==> config.mk <==
export PLATFORM = sky130hd
export DESIGN_NAME = mbe_queue
export DESIGN_NICKNAME = d
export VERILOG_FILES = /design/src/rtl/mbe_pkg.sv /design/src/rtl/mbe_queue.sv
export SDC_FILE = /design/constraint.sdc
export NUM_CORES = 1
export LEC_CHECK = 0
export ABC_CLOCK_PERIOD_IN_PS = 5300
export BUFFER_PORTS_ARGS = -buffer_cell sky130_fd_sc_hd__buf_2
export CAP_MARGIN = 20
export CORE_MARGIN = 4
export CORE_UTILIZATION = 35
export CTS_BUF_LIST = sky130_fd_sc_hd__clkbuf_4
export DETAILED_ROUTE_END_ITERATION = 7
export GPL_TIMING_DRIVEN = 0
export PLACE_DENSITY = 0.59
export SYNTH_ARGS = -nofsm -noshare
export SYNTH_HDL_FRONTEND = slang
export SYNTH_SLANG_ARGS = --single-unit
export TNS_END_PERCENT = 30
==> constraint.sdc <==
create_clock -name clock -period 5.3 [get_ports clock]
set_input_delay 1.06 -clock clock [delete_from_list [all_inputs] [get_ports clock]]
set_output_delay 1.06 -clock clock [all_outputs]
set_load 0.01 [all_outputs]
==> src/rtl/mbe_pkg.sv <==
// ----------------------------------------------------------------------------
// mbe_pkg: shared types and constants of the Mandelbrot escape-time block
// Holds field widths, reset values, register and end-cause codes, and the
// work item that travels from the classifier to the iteration engine.
// ----------------------------------------------------------------------------
package mbe_pkg;

   localparam int MBE_FRAC_BITS   = 28;    // fraction bits of the Q4.28 inputs
   localparam int MBE_QUEUE_DEPTH = 2;     // items between classifier and engine
   localparam int MBE_IN_W        = 32;    // width of one coordinate
   localparam int MBE_CNT_W       = 16;    // width of the iteration count
   localparam int MBE_CAUSE_W     = 2;
   localparam int MBE_ADDR_W      = 3;     // two 32-bit registers
   localparam int MBE_DATA_W      = 32;

   localparam logic [MBE_CNT_W-1:0] MBE_LIMIT_RESET = 16'd1000;
   localparam logic                 MBE_CHECK_RESET = 1'b1;

   // Orbit snapshot interval: starts here and doubles while below the cap.
   localparam int MBE_CHECK_START = 20;
   localparam int MBE_CHECK_CAP   = 1024;

   typedef enum logic [0:0] {
      REG_LIMIT = 1'b0,
      REG_CHECK = 1'b1
   } mbe_reg_type;

   typedef enum logic [MBE_CAUSE_W-1:0] {
      CAUSE_ESCAPED  = 2'd0,
      CAUSE_LIMIT    = 2'd1,
      CAUSE_INTERIOR = 2'd2,
      CAUSE_PERIODIC = 2'd3
   } mbe_cause_type;

   // One classified point waiting for the iteration engine.
   typedef struct packed {
      logic signed [MBE_IN_W-1:0] point_real;
      logic signed [MBE_IN_W-1:0] point_imag;
      logic                       interior;
   } mbe_item_type;

   // Fill status of the hand-off queue.
   typedef struct packed {
      logic full;
      logic empty;
   } mbe_qstat_type;

endpackage

==> src/rtl/mbe_queue.sv <==
// ----------------------------------------------------------------------------
// mbe_queue: hand-off queue between classifier and iteration engine
// A small register FIFO of classified points so each side can stall alone.
// ----------------------------------------------------------------------------
module mbe_queue import mbe_pkg::*; #(
   parameter int DEPTH = MBE_QUEUE_DEPTH   // at least 2
) (
   input  logic          clock,
   input  logic          reset,
   input  logic          push,
   input  mbe_item_type  push_item,
   input  logic          pop,
   output mbe_item_type  head_item,
   output mbe_qstat_type stat
);

   localparam int PTR_W = $clog2(DEPTH);
   localparam int CNT_W = $clog2(DEPTH + 1);

   mbe_item_type     mem_ff [DEPTH];
   logic [PTR_W-1:0] wr_ptr_ff, wr_ptr_in, rd_ptr_ff, rd_ptr_in;
   logic [CNT_W-1:0] count_ff, count_in;

   assign head_item  = mem_ff[rd_ptr_ff];
   assign stat.full  = (count_ff == CNT_W'(DEPTH));
   assign stat.empty = (count_ff == '0);

   always_comb begin
      wr_ptr_in = wr_ptr_ff;
      rd_ptr_in = rd_ptr_ff;
      count_in  = count_ff;
      if (push) begin
         wr_ptr_in = (wr_ptr_ff == PTR_W'(DEPTH - 1)) ? '0 : wr_ptr_ff + 1'b1;
      end
      if (pop) begin
         rd_ptr_in = (rd_ptr_ff == PTR_W'(DEPTH - 1)) ? '0 : rd_ptr_ff + 1'b1;
      end
      if (push && !pop) begin
         count_in = count_ff + 1'b1;
      end else if (pop && !push) begin
         count_in = count_ff - 1'b1;
      end
   end

   always_ff @(posedge clock) begin
      if (reset) begin
         wr_ptr_ff <= '0;
         rd_ptr_ff <= '0;
         count_ff  <= '0;
      end else begin
         wr_ptr_ff <= wr_ptr_in;
         rd_ptr_ff <= rd_ptr_in;
         count_ff  <= count_in;
      end
   end

   always_ff @(posedge clock) begin
      if (push) begin
         mem_ff[wr_ptr_ff] <= push_item;
      end
   end

endmodule

Word level (Yosys, flattened, before mapping):

Memories as Yosys holds them, arrays and structs flattened. A register that Yosys moved wholly into a read port is not among the register bits.
Cells that the tools add are included.

* add/sub/neg operators: 4
* equal/unequal tests: 1
* multiplexer cells: 8
* reductions and logical operators: 6

Operators by type and width (count)
* $mux W1: 6
* $mux W2: 2
* $add A1 B1 Y1 const B: 2
* $add A2 B1 Y2 const B: 1
* $eq A2 B2 Y1 const B: 1
* $logic_and A1 B1 Y1: 2
* $logic_not A1 Y1: 2
* $logic_not A2 Y1: 1
* $reduce_bool A2 Y1: 1
* $sub A2 B1 Y2 const B: 1

* register bits after elaboration: 4
* bits in writable memories: 130
* input bits: 69
* output and inout port bits: 67
* word-level logic and storage cells: 23
* memories kept: 1

Memories
* mem_ff: words 2, bits a word 65, rd ports 1, clocked after memory_dff 1, write ports 1, RTL line mbe_queue.sv:20 `mbe_item_type mem_ff [DEPTH];`

Longest topological paths before layout:

* depth after elaboration: 4
* mapped depth: 5
* gate-level depth less buffers: 5

Worst setup path before layout:

No wires, ideal clock.

* kind: in2reg
* start: input port push
* end: memory mem_ff[0][0] in the netlist's numbering, enable pin
* setup time: 0.496 ns
* arrival: 3.917 ns
* data required time: 4.804 ns
* path slack: 0.887 ns
* stages: 1
* buffers on the path: 0
* cell sequence: nor2b_1

* word-level cells in the longest chain between the ends: 2

Ends and longest elaborated chain
* from (decl): RTL line mbe_queue.sv:10 `input logic push,`
* $mux W1: RTL line mbe_queue.sv:58 `if (push) begin`
* $mux W1 (implied by the code): RTL line mbe_queue.sv:59 `mem_ff[wr_ptr_ff] <= push_item;`
* to (decl): RTL line mbe_queue.sv:20

No other way between the ends.

==> results_dict.tcl <==
set metrics [dict create \
    synth_nets 294 \
    multi_input_area_um2 846 \
    hp-class "reg2reg" \
    wirelength_mm 8.88 \
    crit_slowest_cell "mux2_2" \
    r2r-start "wr_ptr_ff" \
    port_buffers 135 \
    slew_viol_final 0 \
    drtPass1Iterations 4 \
    crit_fanout 10 \
    finalClockSkew_ns 0.0173 \
    yosysUniqueCellTypes 17 \
    avgViaCountPerCell 4.40 \
    post_dp_cell_area_mm2 0.00589 \
    rows 43 \
    ir_worst_vdd_v 0.000152 \
    clock-sinks 135 \
    tightest_slew_ns 0.804 \
    grt_pass1_wl_mm 14.0 \
    ys_ff_latch 135 \
    holdPathStages 2 \
    ctsHoldBuffers 0 \
    nNetsFinal 451 \
    io_pins 136 \
    grt_pass1_vias 2776 \
    antenna_left 0 \
    seq_area_mm2 0.00400 \
    rr_endpoint "mem_ff[0][17]" \
    netlist_instances 224 \
    ys_seq_area_share_pct 81.5 \
    cts-buffers-inserted 17 \
    drive_above_1_share_pct 61.2 \
    core_mm2 0.0138 \
    post_cts_buffers 0 \
    rsz0062_at_grt "no" \
    yosys_warnings 0 \
    maxCapViolations 0 \
    syn_avg_cell_area_um2 21.9 \
    place_ws_ns 2.78 \
    die_area_mm2 0.0160 \
    crit_chain "buf_4, buf_6, mux2_2, buf_2" \
    rrSetupSlack_ns 3.69 \
    gp_congestion 0.687 \
    outcome "finished, final reports clean" \
    clock_path_buffers 2 \
    critPathTopFamily "buffers and inverters" \
    critical_path_required_ns 4.24 \
    setup_viol 0 \
    cts_tree "built" \
    cp.depth 4 \
    grt_start_max_net_pins 35 \
    initial_core_util_pct 35.5 \
    crit_type "reg2out" \
    timing.final.ws_setup_ns 2.47 \
    clock-root-buffer "clkbuf_4" \
    period_needed_ns 2.83 \
    postLayoutCellArea_mm2 0.00613 \
    cts-resized-gates 0 \
    antenna_found_initial 0 \
    start_kind "flip-flop" \
    ff2ff_path_depth 2 \
    fmax_mhz 354 \
    drcViolationCount 0 \
    wl_per_cell_um 15.5 \
    dieHeight_um 126 \
    power_leakage_nw 2.30 \
    drtIter0Drc 148 \
    cts.clk_slew.worst_paths_ns 0.11 \
    final_cell_mix "136 x buf_2, 130 x edfxtp_1, 65 x mux2_2" \
    final_common_cell "buf_2" \
    min_period_over_period_pct 53.3 \
    n_fill_cell 1263 \
    hold_violations 0 \
    vias 2525 \
    hold_end "count_ff[1]" \
    post-route-util_pct 44.3 \
    diodes 0 \
    dp_hpwl_mm 6.09 \
    syn_area_mm2 0.00491 \
    htree_levels 4 \
    hp-start "count_ff[1]" \
    area_growth_pct 24.8 \
    critical_path_arrival_ns 1.77 \
    critPathBufInv 3 \
    grtUsageTotal_pct 11.7 \
    grt_overflow 0 \
    endpoint_kind "output port" \
    die_w_um 126 \
    p_per_area_mw_per_mm2 345 \
    max_slew_margin_pct 46.3 \
    max_stage_delay_ns 0.35 \
    insertion_delay_ns 0.52 \
]
==> stage by stage <==
step | hold slack [ns] | cells | power [mW] | setup TNS (ns)
floorplan | 0.461 | 224 | 1.43 | 0
global placement | 0.486 | 539 | 1.55 | -64.74
detailed placement | 0.507 | 542 | 1.56 | 0
CTS | 0.523 | 574 | 2.16 | 0
global route | 0.595 | 574 | 2.23 | 0
finish | 0.521 | 574 | 2.12 | 0
==> worst max-delay path by stage <==
| stage | endpoint |
|---|---|
| 2_1_floorplan | mem_ff[0][0] |
| 4_1_cts | head_item[17] |
| 3_3_place_gp | mem_ff[0][19] |
| 3_5_place_dp | mem_ff[0][20] |
| 5_1_grt | head_item[14] |
| 6_report | head_item[24] |
==> layout make-up <==
| class | count | share of cell area [%] |
|---|---|---|
| clock buffers | 21 | 2.57 |
| repair buffers | 138 | 12.1 |
| flip-flops and latches | 135 | 65.3 |
| well taps | 180 | 3.67 |
| inverters | 1 | 0.0612 |
| plain buffers | 7 | 1.12 |
| multi-input cells | 81 | 13.8 |
| clock inverters | 11 | 1.37 |
==> worst min-delay path: cells and delay by family, from the launching register on <==
kind           cells  cell delay, ns
AO/OA/AOI/OAI      2            0.14
flip-flops         1            0.35
==> synthesized netlist by cell type <==
library cell / n / area (um^2)
buf_6: 5 / 56.3
or3_1: 1 / 6.26
ha_1: 1 / 12.5
buf_4: 1 / 7.51
nor2b_1: 1 / 6.26
buf_2: 1 / 5.00
o21ai_0: 1 / 5.00
edfxtp_1: 130 / 3900
inv_1: 1 / 3.75
and2b_2: 1 / 8.76
nor2_1: 5 / 18.8
a21oi_1: 1 / 5.00
dfxtp_1: 5 / 100
and2_1: 1 / 6.26
mux2_2: 65 / 732
xnor2_1: 2 / 17.5
xor2_1: 2 / 17.5
==> report_power, final <==
part	switching, mW	total [mW]	leakage [nW]	internal [mW]
Sequential	0.0154	1.26	1.26	1.24
Combinational	0.137	0.269	0.904	0.132
Clock	0.345	0.591	0.133	0.245
==> layer usage <==
layer	part of all wire, %	track usage (%)	up-vias
met2	49	18.6	92
li1	-	-	1196
met1	41	13.2	1223
met4	1.7	4.92	0
met3	8.4	6.19	14
met5	0	0	-
==> flip-flops by register name, indices dropped and copies added, names as in the netlist, named ones only <==
| name | count |
|---|---|
| count_ff | 2 |
| rd_ptr_ff | 1 |
| wr_ptr_ff | 1 |
| mem_ff | 130 |
==> cell families (layout without fill, tap and decap cells) <==
kind of cell	count (synthesis)	in the layout	synth area share [%]
buffers and inverters	8	178	1.48
and+or+nand+nor	9	9	0.943
AOI/OAI and AO/OA	2	2	0.204
muxes	65	65	14.9
xor gates and xnor gates	4	4	0.713
adders and majority gates	1	1	0.255
DFF	135	135	81.5
No activity file was read; power rests on OpenSTA's default activity.
